File: src/secd_pkg.sv
// ----------------------------------------------------------------------------
// secd_pkg
// Shared types and constants for the stereo chase-envelope ducker: register
// widths and indexes, reset values, chase-stage widths and rounding codes.
// ----------------------------------------------------------------------------
package secd_pkg;

   // Default sample width (signed, Q1.(N-1)).
   localparam int SAMPLE_BITS_DEF = 24;

   // Configuration register widths.
   localparam int INTENSITY_W = 16;
   localparam int WET_W       = 17;
   localparam int STEP_W      = 21;
   localparam int GAIN_W      = 18;
   localparam int CSR_DATA_W  = 21;
   localparam int CSR_INDEX_W = 3;

   // Configuration register indexes.
   localparam logic [CSR_INDEX_W-1:0] REG_INTENSITY = 3'd0;
   localparam logic [CSR_INDEX_W-1:0] REG_WET_MIX   = 3'd1;
   localparam logic [CSR_INDEX_W-1:0] REG_ATTACK    = 3'd2;
   localparam logic [CSR_INDEX_W-1:0] REG_DECAY     = 3'd3;
   localparam logic [CSR_INDEX_W-1:0] REG_GAIN      = 3'd4;

   // Configuration reset values.
   localparam logic [INTENSITY_W-1:0] INTENSITY_RST = 16'd0;
   localparam logic [WET_W-1:0]       WET_RST       = 17'd65536;
   localparam logic [STEP_W-1:0]      ATTACK_RST    = 21'd107374;
   localparam logic [STEP_W-1:0]      DECAY_RST     = 21'd1074;
   localparam logic [GAIN_W-1:0]      GAIN_RST      = 18'd65536;

   // Chase stages: the first three are signed, the last and the peak are
   // non-negative and never exceed one in Q1.30.
   localparam int STAGE_W = 23;
   localparam int FINAL_W = 31;
   localparam int PEAK_W  = 31;
   localparam int FSUM_W  = 33;
   localparam logic [FINAL_W-1:0] ONE_Q30 = 31'h4000_0000;

   // Second operand of the shared multiplier covers the widest coefficient.
   localparam int OPB_W = 31;

   // Rounding shift applied to a finished product.
   localparam int RND_SEL_W = 2;
   localparam logic [RND_SEL_W-1:0] RND_13 = 2'd0;
   localparam logic [RND_SEL_W-1:0] RND_16 = 2'd1;
   localparam logic [RND_SEL_W-1:0] RND_30 = 2'd2;

   typedef struct packed {
      logic [INTENSITY_W-1:0] intensity;
      logic [WET_W-1:0]       wet_mix;
      logic [STEP_W-1:0]      attack_step;
      logic [STEP_W-1:0]      decay_step;
      logic [GAIN_W-1:0]      rate_gain;
   } cfg_type;

   typedef struct packed {
      logic                 issue;
      logic [RND_SEL_W-1:0] rnd_sel;
   } mul_ctl_type;

endpackage

File: src/secd_csr.sv
// ----------------------------------------------------------------------------
// secd_csr
// Configuration registers. Writes land on the rising edge while the write
// enable is high; unknown indexes are ignored.
// ----------------------------------------------------------------------------
module secd_csr (
   input  logic                                clock,
   input  logic                                reset,
   input  logic                                csr_wr_en,
   input  logic [secd_pkg::CSR_INDEX_W-1:0]    csr_index,
   input  logic [secd_pkg::CSR_DATA_W-1:0]     csr_wdata,
   output secd_pkg::cfg_type                   cfg
);

   secd_pkg::cfg_type cfg_ff;
   secd_pkg::cfg_type cfg_in;

   // Decode the register index and replace the addressed field.
   always_comb begin
      cfg_in = cfg_ff;
      if (csr_wr_en) begin
         case (csr_index)
            secd_pkg::REG_INTENSITY: begin
               cfg_in.intensity = csr_wdata[secd_pkg::INTENSITY_W-1:0];
            end
            secd_pkg::REG_WET_MIX: begin
               cfg_in.wet_mix = csr_wdata[secd_pkg::WET_W-1:0];
            end
            secd_pkg::REG_ATTACK: begin
               cfg_in.attack_step = csr_wdata[secd_pkg::STEP_W-1:0];
            end
            secd_pkg::REG_DECAY: begin
               cfg_in.decay_step = csr_wdata[secd_pkg::STEP_W-1:0];
            end
            secd_pkg::REG_GAIN: begin
               cfg_in.rate_gain = csr_wdata[secd_pkg::GAIN_W-1:0];
            end
            default: begin
               cfg_in = cfg_ff;
            end
         endcase
      end
   end

   always_ff @(posedge clock) begin
      if (reset) begin
         cfg_ff.intensity   <= secd_pkg::INTENSITY_RST;
         cfg_ff.wet_mix     <= secd_pkg::WET_RST;
         cfg_ff.attack_step <= secd_pkg::ATTACK_RST;
         cfg_ff.decay_step  <= secd_pkg::DECAY_RST;
         cfg_ff.rate_gain   <= secd_pkg::GAIN_RST;
      end else begin
         cfg_ff <= cfg_in;
      end
   end

   assign cfg = cfg_ff;

endmodule

File: src/secd_mul.sv
// ----------------------------------------------------------------------------
// secd_mul
// Shared unsigned multiplier with a registered product, followed by a
// round-half-up right shift chosen when the product was issued.
// ----------------------------------------------------------------------------
module secd_mul #(
   parameter int A_W = 28
) (
   input  logic                           clock,
   input  secd_pkg::mul_ctl_type          ctl,
   input  logic [A_W-1:0]                 op_a,
   input  logic [secd_pkg::OPB_W-1:0]     op_b,
   output logic [A_W+secd_pkg::OPB_W-1:0] prod,
   output logic [A_W+secd_pkg::OPB_W-13:0] rounded
);

   localparam int P_W   = A_W + secd_pkg::OPB_W;
   localparam int RND_W = P_W - 12;

   logic [P_W-1:0]                 prod_ff;
   logic [P_W-1:0]                 prod_in;
   logic [secd_pkg::RND_SEL_W-1:0] sel_ff;
   logic [secd_pkg::RND_SEL_W-1:0] sel_in;
   logic [P_W:0]                   rnd_sum;

   // Product and its rounding choice load together when a product is issued.
   always_comb begin
      prod_in = prod_ff;
      sel_in  = sel_ff;
      if (ctl.issue) begin
         prod_in = P_W'(op_a) * P_W'(op_b);
         sel_in  = ctl.rnd_sel;
      end
   end

   always_ff @(posedge clock) begin
      prod_ff <= prod_in;
      sel_ff  <= sel_in;
   end

   // Add half an output step, then shift right.
   always_comb begin
      rnd_sum = '0;
      rounded = '0;
      case (sel_ff)
         secd_pkg::RND_13: begin
            rnd_sum = {1'b0, prod_ff} + ((P_W + 1)'(1) << 12);
            rounded = RND_W'(rnd_sum >> 13);
         end
         secd_pkg::RND_16: begin
            rnd_sum = {1'b0, prod_ff} + ((P_W + 1)'(1) << 15);
            rounded = RND_W'(rnd_sum >> 16);
         end
         secd_pkg::RND_30: begin
            rnd_sum = {1'b0, prod_ff} + ((P_W + 1)'(1) << 29);
            rounded = RND_W'(rnd_sum >> 30);
         end
         default: begin
            rnd_sum = '0;
            rounded = '0;
         end
      endcase
   end

   assign prod = prod_ff;

endmodule

File: src/stereo_chase_envelope_ducker.sv
// ----------------------------------------------------------------------------
// stereo_chase_envelope_ducker
// Stereo ducker driven by a four-stage chase envelope of the input level.
//
// Each accepted stereo pair runs through the sequencer states in order before the
// block is ready for the next one: the twelve products of a pair (level
// sense, three stage integrations and four ducking products per channel) all
// go through one shared multiplier, and the three stage integrations depend
// on each other, each taking a multiply state and an add state. The result
// waits in an output register, so a new pair is accepted while the previous
// result is still stalled; the final step of a pair waits only if that
// register is still occupied. Configuration registers may be written only
// while the block is idle.
// ----------------------------------------------------------------------------
module stereo_chase_envelope_ducker #(
   parameter int SAMPLE_BITS = secd_pkg::SAMPLE_BITS_DEF
) (
   input  logic                               clock,
   input  logic                               reset,
   // Input transactions
   input  logic                               req_valid,
   output logic                               req_stall,
   input  logic signed [SAMPLE_BITS-1:0]      req_left_sample,
   input  logic signed [SAMPLE_BITS-1:0]      req_right_sample,
   input  logic                               req_block_start,
   // Result transactions
   output logic                               rsp_valid,
   input  logic                               rsp_stall,
   output logic signed [SAMPLE_BITS-1:0]      rsp_left_out,
   output logic signed [SAMPLE_BITS-1:0]      rsp_right_out,
   // Configuration writes
   input  logic                               csr_wr_en,
   input  logic [secd_pkg::CSR_INDEX_W-1:0]   csr_index,
   input  logic [secd_pkg::CSR_DATA_W-1:0]    csr_wdata
);

   localparam int A_W    = (SAMPLE_BITS + 4 > 23) ? SAMPLE_BITS + 4 : 23;
   localparam int P_W    = A_W + secd_pkg::OPB_W;
   localparam int RND_W  = P_W - 12;
   localparam int CMP_W  = P_W + SAMPLE_BITS + 3;
   localparam int Y_W    = SAMPLE_BITS + 6;
   localparam int FSUM_W = secd_pkg::FSUM_W;
   localparam int OPB_W  = secd_pkg::OPB_W;

   localparam logic signed [Y_W-1:0] Y_MAX = Y_W'({1'b0, {(SAMPLE_BITS-1){1'b1}}});
   localparam logic signed [Y_W-1:0] Y_MIN = ~Y_MAX;

   // Sequencer states.
   localparam int ST_W = 5;
   localparam logic [ST_W-1:0] ST_IDLE  = 5'd0;
   localparam logic [ST_W-1:0] ST_SENSE = 5'd1;
   localparam logic [ST_W-1:0] ST_STEP  = 5'd2;
   localparam logic [ST_W-1:0] ST_BMUL  = 5'd3;
   localparam logic [ST_W-1:0] ST_BADD  = 5'd4;
   localparam logic [ST_W-1:0] ST_CMUL  = 5'd5;
   localparam logic [ST_W-1:0] ST_CADD  = 5'd6;
   localparam logic [ST_W-1:0] ST_DMUL  = 5'd7;
   localparam logic [ST_W-1:0] ST_DADD  = 5'd8;
   localparam logic [ST_W-1:0] ST_PEAK  = 5'd9;
   localparam logic [ST_W-1:0] ST_DK1   = 5'd10;
   localparam logic [ST_W-1:0] ST_DK2   = 5'd11;
   localparam logic [ST_W-1:0] ST_DK3   = 5'd12;
   localparam logic [ST_W-1:0] ST_DK4   = 5'd13;
   localparam logic [ST_W-1:0] ST_DK5   = 5'd14;
   localparam logic [ST_W-1:0] ST_DK6   = 5'd15;
   localparam logic [ST_W-1:0] ST_DK7   = 5'd16;
   localparam logic [ST_W-1:0] ST_DK8   = 5'd17;
   localparam logic [ST_W-1:0] ST_OUT   = 5'd18;

   secd_pkg::cfg_type     cfg;
   secd_pkg::mul_ctl_type mul_ctl;
   logic [A_W-1:0]        mul_op_a;
   logic [OPB_W-1:0]      mul_op_b;
   logic [P_W-1:0]        mul_prod;
   logic [RND_W-1:0]      mul_rnd;

   logic [ST_W-1:0] state_ff, state_in;
   logic            rsp_valid_ff, rsp_valid_in;
   logic signed [SAMPLE_BITS-1:0] rsp_left_ff, rsp_left_in;
   logic signed [SAMPLE_BITS-1:0] rsp_right_ff, rsp_right_in;
   logic signed [SAMPLE_BITS-1:0] xl_ff, xl_in;
   logic signed [SAMPLE_BITS-1:0] xr_ff, xr_in;
   logic [SAMPLE_BITS-1:0] ml_ff, ml_in;
   logic [SAMPLE_BITS-1:0] mr_ff, mr_in;
   logic [SAMPLE_BITS-1:0] mx_ff, mx_in;
   logic [A_W-1:0] tl_ff, tl_in;
   logic [A_W-1:0] tr_ff, tr_in;
   logic signed [secd_pkg::STAGE_W-1:0] first_ff, first_in;
   logic signed [secd_pkg::STAGE_W-1:0] second_ff, second_in;
   logic signed [secd_pkg::STAGE_W-1:0] third_ff, third_in;
   logic [secd_pkg::FINAL_W-1:0] final_ff, final_in;
   logic [secd_pkg::PEAK_W-1:0]  peak_ff, peak_in;

   logic [SAMPLE_BITS-1:0]    mag_l, mag_r;
   logic [CMP_W-1:0]          sense_ext, pk_ext;
   logic                      go_up, go_down;
   logic signed [FSUM_W-1:0]  att_s, dec_s, one_s;
   logic signed [FSUM_W-1:0]  step_sum;
   logic signed [FSUM_W-1:0]  chain_prev, chain_mag, chain_delta, chain_sum;
   logic signed [FSUM_W-1:0]  chain_lo, chain_hi, chain_clamped;
   logic                      chain_neg;
   logic signed [FSUM_W-1:0]  peak_max;
   logic signed [SAMPLE_BITS-1:0] sat_l, sat_r;

   // Clamp a stage value into [lo, hi], upper bound first.
   function automatic logic signed [FSUM_W-1:0] clamp_fs(
      input logic signed [FSUM_W-1:0] v,
      input logic signed [FSUM_W-1:0] lo,
      input logic signed [FSUM_W-1:0] hi
   );
      logic signed [FSUM_W-1:0] r;
      r = v;
      if (r > hi) begin
         r = hi;
      end
      if (r < lo) begin
         r = lo;
      end
      return r;
   endfunction

   // Magnitude of a signed stage for the multiplier.
   function automatic logic [A_W-1:0] stage_mag(
      input logic signed [secd_pkg::STAGE_W-1:0] v
   );
      logic signed [FSUM_W-1:0] w;
      w = FSUM_W'(v);
      if (w < 0) begin
         w = -w;
      end
      return A_W'(w);
   endfunction

   // Apply the ducking amount toward zero and saturate to the sample range.
   function automatic logic signed [SAMPLE_BITS-1:0] duck_sat(
      input logic signed [SAMPLE_BITS-1:0] x,
      input logic [A_W-1:0]                d
   );
      logic signed [Y_W-1:0] xe;
      logic signed [Y_W-1:0] de;
      logic signed [Y_W-1:0] y;
      xe = Y_W'(x);
      de = signed'(Y_W'(d));
      y  = (x < 0) ? xe + de : xe - de;
      if (y > Y_MAX) begin
         y = Y_MAX;
      end
      if (y < Y_MIN) begin
         y = Y_MIN;
      end
      return SAMPLE_BITS'(y);
   endfunction

   secd_csr u_csr (
      .clock     (clock),
      .reset     (reset),
      .csr_wr_en (csr_wr_en),
      .csr_index (csr_index),
      .csr_wdata (csr_wdata),
      .cfg       (cfg)
   );

   secd_mul #(
      .A_W (A_W)
   ) u_mul (
      .clock   (clock),
      .ctl     (mul_ctl),
      .op_a    (mul_op_a),
      .op_b    (mul_op_b),
      .prod    (mul_prod),
      .rounded (mul_rnd)
   );

   // Input magnitudes, taken when a transaction is accepted.
   assign mag_l = req_left_sample[SAMPLE_BITS-1]  ? SAMPLE_BITS'(-req_left_sample)
                                                  : SAMPLE_BITS'(req_left_sample);
   assign mag_r = req_right_sample[SAMPLE_BITS-1] ? SAMPLE_BITS'(-req_right_sample)
                                                  : SAMPLE_BITS'(req_right_sample);

   // Level sense against the previous peak on the same scale.
   assign sense_ext = CMP_W'(mul_prod) << 3;
   assign pk_ext    = CMP_W'(peak_ff) << (SAMPLE_BITS - 15);
   assign go_up     = pk_ext < sense_ext;
   assign go_down   = pk_ext > sense_ext;

   assign att_s = signed'(FSUM_W'(cfg.attack_step));
   assign dec_s = signed'(FSUM_W'(cfg.decay_step));
   assign one_s = signed'(FSUM_W'(secd_pkg::ONE_Q30));

   // First stage steps up by attack or down by decay.
   assign step_sum = FSUM_W'(first_ff) + (go_up ? att_s : FSUM_W'(0))
                     - (go_down ? dec_s : FSUM_W'(0));

   // Later stages integrate the rounded, signed product of the stage before.
   always_comb begin
      chain_prev = FSUM_W'(second_ff);
      chain_neg  = first_ff < 0;
      chain_lo   = -att_s;
      chain_hi   = dec_s;
      case (state_ff)
         ST_CADD: begin
            chain_prev = FSUM_W'(third_ff);
            chain_neg  = second_ff < 0;
         end
         ST_DADD: begin
            chain_prev = signed'(FSUM_W'(final_ff));
            chain_neg  = third_ff < 0;
            chain_lo   = FSUM_W'(0);
            chain_hi   = one_s;
         end
         default: begin
            chain_prev = FSUM_W'(second_ff);
            chain_neg  = first_ff < 0;
         end
      endcase
   end

   assign chain_mag     = signed'(FSUM_W'(mul_rnd));
   assign chain_delta   = chain_neg ? -chain_mag : chain_mag;
   assign chain_sum     = chain_prev + chain_delta;
   assign chain_clamped = clamp_fs(chain_sum, chain_lo, chain_hi);

   // Largest of the four stages.
   always_comb begin
      peak_max = FSUM_W'(first_ff);
      if (peak_max < FSUM_W'(second_ff)) begin
         peak_max = FSUM_W'(second_ff);
      end
      if (peak_max < FSUM_W'(third_ff)) begin
         peak_max = FSUM_W'(third_ff);
      end
      if (peak_max < signed'(FSUM_W'(final_ff))) begin
         peak_max = signed'(FSUM_W'(final_ff));
      end
   end

   assign sat_l = duck_sat(xl_ff, tl_ff);
   assign sat_r = duck_sat(xr_ff, tr_ff);

   // Sequencer: schedules the shared multiplier and the stage updates.
   always_comb begin
      state_in     = state_ff;
      rsp_valid_in = rsp_valid_ff;
      rsp_left_in  = rsp_left_ff;
      rsp_right_in = rsp_right_ff;
      xl_in        = xl_ff;
      xr_in        = xr_ff;
      ml_in        = ml_ff;
      mr_in        = mr_ff;
      mx_in        = mx_ff;
      tl_in        = tl_ff;
      tr_in        = tr_ff;
      first_in     = first_ff;
      second_in    = second_ff;
      third_in     = third_ff;
      final_in     = final_ff;
      peak_in      = peak_ff;
      mul_ctl.issue   = 1'b0;
      mul_ctl.rnd_sel = secd_pkg::RND_16;
      mul_op_a        = '0;
      mul_op_b        = '0;

      if (rsp_valid_ff && !rsp_stall) begin
         rsp_valid_in = 1'b0;
      end

      case (state_ff)
         ST_IDLE: begin
            if (req_valid) begin
               xl_in = req_left_sample;
               xr_in = req_right_sample;
               ml_in = mag_l;
               mr_in = mag_r;
               mx_in = (mag_l > mag_r) ? mag_l : mag_r;
               if (req_block_start) begin
                  peak_in = '0;
               end
               state_in = ST_SENSE;
            end
         end
         ST_SENSE: begin
            mul_ctl.issue = 1'b1;
            mul_op_a      = A_W'(mx_ff);
            mul_op_b      = OPB_W'(cfg.intensity);
            state_in      = ST_STEP;
         end
         ST_STEP: begin
            first_in = secd_pkg::STAGE_W'(clamp_fs(step_sum, -att_s, dec_s));
            state_in = ST_BMUL;
         end
         ST_BMUL: begin
            mul_ctl.issue = 1'b1;
            mul_op_a      = stage_mag(first_ff);
            mul_op_b      = OPB_W'(cfg.rate_gain);
            state_in      = ST_BADD;
         end
         ST_BADD: begin
            second_in = secd_pkg::STAGE_W'(chain_clamped);
            state_in  = ST_CMUL;
         end
         ST_CMUL: begin
            mul_ctl.issue = 1'b1;
            mul_op_a      = stage_mag(second_ff);
            mul_op_b      = OPB_W'(cfg.rate_gain);
            state_in      = ST_CADD;
         end
         ST_CADD: begin
            third_in = secd_pkg::STAGE_W'(chain_clamped);
            state_in = ST_DMUL;
         end
         ST_DMUL: begin
            mul_ctl.issue = 1'b1;
            mul_op_a      = stage_mag(third_ff);
            mul_op_b      = OPB_W'(cfg.rate_gain);
            state_in      = ST_DADD;
         end
         ST_DADD: begin
            final_in = secd_pkg::FINAL_W'(chain_clamped);
            state_in = ST_PEAK;
         end
         ST_PEAK: begin
            // Left channel ducking starts alongside the peak update.
            peak_in         = secd_pkg::PEAK_W'(peak_max);
            mul_ctl.issue   = 1'b1;
            mul_ctl.rnd_sel = secd_pkg::RND_13;
            mul_op_a        = A_W'(ml_ff);
            mul_op_b        = OPB_W'(cfg.intensity);
            state_in        = ST_DK1;
         end
         ST_DK1: begin
            tl_in           = A_W'(mul_rnd);
            mul_ctl.issue   = 1'b1;
            mul_ctl.rnd_sel = secd_pkg::RND_13;
            mul_op_a        = A_W'(mr_ff);
            mul_op_b        = OPB_W'(cfg.intensity);
            state_in        = ST_DK2;
         end
         ST_DK2: begin
            tr_in         = A_W'(mul_rnd);
            mul_ctl.issue = 1'b1;
            mul_op_a      = tl_ff;
            mul_op_b      = OPB_W'(cfg.intensity);
            state_in      = ST_DK3;
         end
         ST_DK3: begin
            tl_in         = A_W'(mul_rnd);
            mul_ctl.issue = 1'b1;
            mul_op_a      = tr_ff;
            mul_op_b      = OPB_W'(cfg.intensity);
            state_in      = ST_DK4;
         end
         ST_DK4: begin
            tr_in           = A_W'(mul_rnd);
            mul_ctl.issue   = 1'b1;
            mul_ctl.rnd_sel = secd_pkg::RND_30;
            mul_op_a        = tl_ff;
            mul_op_b        = OPB_W'(peak_ff);
            state_in        = ST_DK5;
         end
         ST_DK5: begin
            tl_in           = A_W'(mul_rnd);
            mul_ctl.issue   = 1'b1;
            mul_ctl.rnd_sel = secd_pkg::RND_30;
            mul_op_a        = tr_ff;
            mul_op_b        = OPB_W'(peak_ff);
            state_in        = ST_DK6;
         end
         ST_DK6: begin
            tr_in         = A_W'(mul_rnd);
            mul_ctl.issue = 1'b1;
            mul_op_a      = tl_ff;
            mul_op_b      = OPB_W'(cfg.wet_mix);
            state_in      = ST_DK7;
         end
         ST_DK7: begin
            tl_in         = A_W'(mul_rnd);
            mul_ctl.issue = 1'b1;
            mul_op_a      = tr_ff;
            mul_op_b      = OPB_W'(cfg.wet_mix);
            state_in      = ST_DK8;
         end
         ST_DK8: begin
            tr_in    = A_W'(mul_rnd);
            state_in = ST_OUT;
         end
         ST_OUT: begin
            // Hand the pair to the output register once it is free.
            if (!rsp_valid_ff || !rsp_stall) begin
               rsp_left_in  = sat_l;
               rsp_right_in = sat_r;
               rsp_valid_in = 1'b1;
               state_in     = ST_IDLE;
            end
         end
         default: begin
            state_in = ST_IDLE;
         end
      endcase
   end

   // Control state and chase state clear on reset; payload does not.
   always_ff @(posedge clock) begin
      if (reset) begin
         state_ff     <= ST_IDLE;
         rsp_valid_ff <= 1'b0;
         first_ff     <= '0;
         second_ff    <= '0;
         third_ff     <= '0;
         final_ff     <= '0;
         peak_ff      <= '0;
      end else begin
         state_ff     <= state_in;
         rsp_valid_ff <= rsp_valid_in;
         first_ff     <= first_in;
         second_ff    <= second_in;
         third_ff     <= third_in;
         final_ff     <= final_in;
         peak_ff      <= peak_in;
      end
   end

   always_ff @(posedge clock) begin
      rsp_left_ff  <= rsp_left_in;
      rsp_right_ff <= rsp_right_in;
      xl_ff        <= xl_in;
      xr_ff        <= xr_in;
      ml_ff        <= ml_in;
      mr_ff        <= mr_in;
      mx_ff        <= mx_in;
      tl_ff        <= tl_in;
      tr_ff        <= tr_in;
   end

   assign req_stall     = state_ff != ST_IDLE;
   assign rsp_valid     = rsp_valid_ff;
   assign rsp_left_out  = rsp_left_ff;
   assign rsp_right_out = rsp_right_ff;

   // The peak and the last stage never exceed one.
   a_peak_range: assert property (@(posedge clock) disable iff (reset)
      peak_ff <= secd_pkg::ONE_Q30)
      else $error("chase peak above one");

   a_final_range: assert property (@(posedge clock) disable iff (reset)
      final_ff <= secd_pkg::ONE_Q30)
      else $error("last chase stage above one");

   // An accepted transaction starts with the level-sense product.
   a_accept_start: assert property (@(posedge clock) disable iff (reset)
      (req_valid && !req_stall) |=> (state_ff == ST_SENSE))
      else $error("sequencer did not start after accept");

   // A new result appears only from the final sequencer step.
   a_rsp_source: assert property (@(posedge clock) disable iff (reset)
      $rose(rsp_valid) |-> ($past(state_ff) == ST_OUT))
      else $error("result presented outside the output step");

endmodule
File: config.mk
export PLATFORM = sky130hd
export DESIGN_NAME = stereo_chase_envelope_ducker
export DESIGN_NICKNAME = d
export VERILOG_FILES = /design/src/secd_pkg.sv /design/src/secd_csr.sv /design/src/secd_mul.sv /design/src/stereo_chase_envelope_ducker.sv
export SDC_FILE = /design/constraint.sdc
export NUM_CORES = 2
export LEC_CHECK = 0
export BUFFER_PORTS_ARGS = -buffer_cell sky130_fd_sc_hd__clkbuf_2
export CAP_MARGIN = 0
export CORE_MARGIN = 3
export CORE_UTILIZATION = 60
export DETAILED_ROUTE_END_ITERATION = 7
export GPL_ROUTABILITY_DRIVEN = 0
export HOLD_SLACK_MARGIN = 0.06
export PLACE_DENSITY = 0.78
export REMOVE_ABC_BUFFERS = 1
export SYNTH_ARGS = -nofsm -noshare
export SYNTH_HDL_FRONTEND = slang
export SYNTH_SLANG_ARGS = --single-unit
File: constraint.sdc
create_clock -name clock -period 11.8 [get_ports clock]
set_clock_uncertainty 0.15 [all_clocks]
set_input_delay 2.36 -clock clock [delete_from_list [all_inputs] [get_ports clock]]
set_output_delay 2.36 -clock clock [all_outputs]
set_load 0.1 [all_outputs]
==> flow_results.org <==
** STA
- The count of pins over their slew limit came to 7.
- Worst-case headroom to the max-slew limit :: -0.03760
- Setup violations remaining at the end of the flow were counted as 0.
- For the finished layout, the period the worst path requires is 11.43 ns.
- Period Utilization, post-route :: 0.9687
- Setup slack on the critical path of the routed design comes to 0.3698 ns.
- Slew at the pin with the worst max-slew slack :: 1.542 ns
- The number of hold violations in the final report is 0.
- Max Clock Freq :: 87.49 MHz

** Logic synthesis
- In this run, synthesis inferred 283 flip-flops with an integrated enable.
- Netlist Area Pre-Place :: 66,910 sq um
- Most area-consuming cells after synthesis :: fa_1 (23%), edfxtp_1 (13%), ha_1 (10%)
- Synthesis-stage register bit count :: 513
- During synthesis, Yosys emitted a total of 0 warnings.
- Summed over all instances, the cell type with the most area after synthesis is fa_1.
- After synthesis, the share of flip-flops with an asynchronous set or reset is 0.
- For this run, the leading register cell type out of synthesis is edfxtp_1.
- Cells after Synth :: 7,855
- Post-Synthesis Mean Instance Area :: 8.519 sq um
- Counting distinct cell types in the post-synthesis netlist gives 90.
- Of the post-synthesis cell area, the dominant cell type holds 0.2322.
- Of the synthesized area, sequential elements account for 0.1958.

** CTS
- The number of clock buffers added by TritonCTS is 57.
- The clock tree synthesis step divided the H-tree into 2 levels.
- CTS tree :: built
- The clock passes through at most 3 buffers.
- Clock tree synthesis found a total of 513 sinks.
- Worst skew pair latency :: 0.69 ns
- Cts hold-fix bufs :: 0
- CTS Root Buffer Type :: clkbuf_16
- Clock input transition at the sequential cells of the worst setup and hold paths :: 0.07 ns

** Finish
- Measured on the finished design, the core utilization comes to 0.6551.
- Commonest cells after routing, fill and taps aside :: nand2_1 (1,258), inv_1 (1,151), fa_1 (776), ha_1 (561), nor2_1 (432)
- Fillers :: 8,963
- Final #Nets :: 9,298
- Most common cell after layout, fill and taps aside :: nand2_1
- The finished layout holds 9,410 standard cells, fillers aside.
- In the final layout, the share of cells above drive strength 1 is 0.07465.
- Compared with the post-synthesis result, the final layout area differs by 7.461%.

** Placed design
- Buffers placed on the I/O ports in this run total 127.
- Including well taps, the total number of placed cells is 9,297.
- At the placement stage, the worst setup path has a slack of 0.3922 ns.
- Once detailed placement completed, the half-perimeter wirelength came to 181.8 mm.

** Critical path
- Required arrival time at the worst endpoint :: 12.06 ns
- Worst Reg2Reg Path Length in Cells :: 38
- At the worst endpoint, the arrival time is 11.70 ns.
- Largest fanout on the critical path :: 22
- Standard cell with the maximum stage delay on the critical path :: fa_1
- Class of the most critical setup path :: register to register
- CP startpoint kind :: register
- The worst setup path is captured at a register.
- Counting stages on the worst path, the most repeated cell is fa_1.
- Longest individual stage delay on the worst path :: 0.56 ns

** Global routing
- Global routing finished with a remaining overflow of 0.
- Number of global-route vias before repair :: 59,900
- Pin count of the biggest net entering global routing :: 84
- The initial antenna violation count was 11.
- Across every metal layer, demand over resource in global routing totals 0.3958.
- First-pass GRT wire length :: 352.6 mm

** Floorplan
- In this run the standard cell core region covers 109,800 sq um.
- I/O pin cnt :: 128
- Die area :: 115,600 sq um
- Std-Cell Rows :: 121
- Chip height :: 340.0 um
- Die Span X :: 340.0 um
- Starting density of the core :: 0.6096

** Detailed routing
- In the final routed layout, each cell accounts on average for 24.46 um.
- Dividing the detail-routed via count by the number of cells gives 6.387.
- Residual DRC :: 8
- Final antenna-violating net count :: 0
- The first detailed-routing pass took 8 iterations.
- 1st-iter DRT viols :: 7,968
- For this block, the routed nets add up to 230.1 mm of wire.
- The final route contains 60,100 vias.

** Power
- Total power :: 8.221 mW
- Power Dens Cells :: 114.3 nW/um^2
- The share of total power dissipated in sequential elements is 0.259.
- Combinational power share :: 0.524
- Of the total power, the share spent switching nets is 0.4519.
- Design internal power :: 4.506 mW
- For this design the total switching power over the nets is 3.715 mW.
- The share of total power dissipated in the clock network is 0.217.
- IR analysis of the VDD net gives a maximum drop of 0.0001740 V.
- Summed over all cells, the static leakage comes to 33.74 nW.

** Outcome
- Violations in the final reports :: DRC, capacitance limit, slew limit
- Result of the run :: complete, but fails checks

** Hold path
- In this run the worst hold path is classified as register to register.
- Number of cells traversed by the worst hold path :: 2

** Flow run
- Across the run, the number of max-cap violations was 1.
[kinds of logic after synthesis]
kind of cell	after synthesis	share of synthesized area
AOI/OAI and AO/OA	1373	0.1356
buffers and inverters	1561	0.08844
muxes	97	0.01496
xor gates and xnor gates	394	0.05168
adders and majority gates	1338	0.3372
and+or+nand+nor	2579	0.1763
DFF	513	0.1958
[sequential cells by signal, summed over array words and instances (netlist names), 24 cells and up]
signal,flops
final_ff,31
mx_ff,24
peak_ff,31
rsp_left_out,24
rsp_right_out,24
tl_ff,28
tr_ff,28
u_csr.cfg,93
u_mul.prod,59
xl_ff,24
xr_ff,24
[final cells by class]
class / instances / area [sq um] / area share
repair buffers: 378 / 2584 / 0.03593
inverters: 1152 / 4324 / 0.06014
multi-input cells: 5781 / 48230 / 0.6708
clock buffers: 74 / 1530 / 0.02128
well taps: 1476 / 1847 / 0.02568
clock inverters: 32 / 275.3 / 0.003828
diodes: 4 / 10.01 / 0.0001392
flip-flops and latches: 513 / 13100 / 0.1822
[critical path, delay by kind of cell, from the launching register on]
| family | cells | cell delay (ns) |
|---|---|---|
| compound gates | 16 | 3.82 |
| xor+xnor | 2 | 0.19 |
| fa+ha+maj | 8 | 3.90 |
| buf+inv | 7 | 0.90 |
| flops | 1 | 0.41 |
| simple gates | 5 | 1.82 |
[power by group through the flow]
| stage | sequential (mW) | clock (mW) | combinational (mW) |
|---|---|---|---|
| floorplan | 2.13 | 0 | 2.63 |
| global placement | 2.16 | 0 | 3.91 |
| detailed placement | 2.16 | 0 | 4.02 |
| CTS | 2.12 | 1.77 | 4.05 |
| global route | 2.14 | 1.85 | 4.59 |
| finish | 2.13 | 1.78 | 4.31 |
[Yosys cell counts (13+ instances only)]
master and instances:
nand2_1 1258, inv_1 1152, fa_1 776, ha_1 561
nor2_1 436, a21oi_1 413, clkbuf_1 362, edfxtp_1 283
o21ai_0 265, xnor2_1 242, dfxtp_1 230, xor2_1 151
and2_1 150, nand3_1 128, a21o_1 118, nor3_1 106
nand2b_1 88, nor2b_1 86, mux2i_1 83, nand4_1 79
a221o_1 73, a211oi_1 68, nor4_1 52, or3_1 52
o31ai_1 48, o211ai_1 34, o21a_1 34, o22ai_1 29
a22oi_1 28, and3_1 28, a31oi_1 27, or2_2 27
nand3b_1 23, or4_1 23, a221oi_1 22, a22o_1 22
buf_1 20, buf_2 20, o41ai_1 20, o21bai_1 19
o311ai_1 19, a2111oi_0 14, o31a_1 14, a211o_1 13
[path summary, 6_finish.rpt]
kind                                   from                        end  slack, ns
setup / recovery  second_ff[2]$_SDFFE_PP0P_   u_mul.prod[57]$_DFFE_PP_       0.37
hold / removal    u_csr.cfg[5]$_SDFFE_PP0P_  u_csr.cfg[5]$_SDFFE_PP0P_       0.32
hold reg to reg   u_csr.cfg[5]$_SDFFE_PP0P_  u_csr.cfg[5]$_SDFFE_PP0P_       0.32
setup reg to reg  second_ff[2]$_SDFFE_PP0P_   u_mul.prod[57]$_DFFE_PP_       0.37
[metrics by stage]
step                area, sq um  hold WS [ns]   TNS, ns
finish                    71910        0.3157         0
global placement          69940        0.2959         0
detailed placement        69940        0.3075         0
global route              71900        0.3355  -0.04234
CTS                       71750        0.3161         0
floorplan                 65320        0.2802   -439.02
[metal layers]
metal | vias up | part of all wire | global-route usage
met2 | 4225 | 0.42 | 0.5899
met1 | 28840 | 0.35 | 0.4974
li1 | 26040 | - | -
met5 | - | 0.00010 | 0.003750
met4 | 4 | 0.080 | 0.2400
met3 | 989 | 0.15 | 0.1341
[repair_timing]
action                                  CTS  global route
endpoints found under the setup margin    0           102
buffers inserted                          0             3
resized for setup                         0            29
Note: power is estimated with default switching activity, not from simulation.
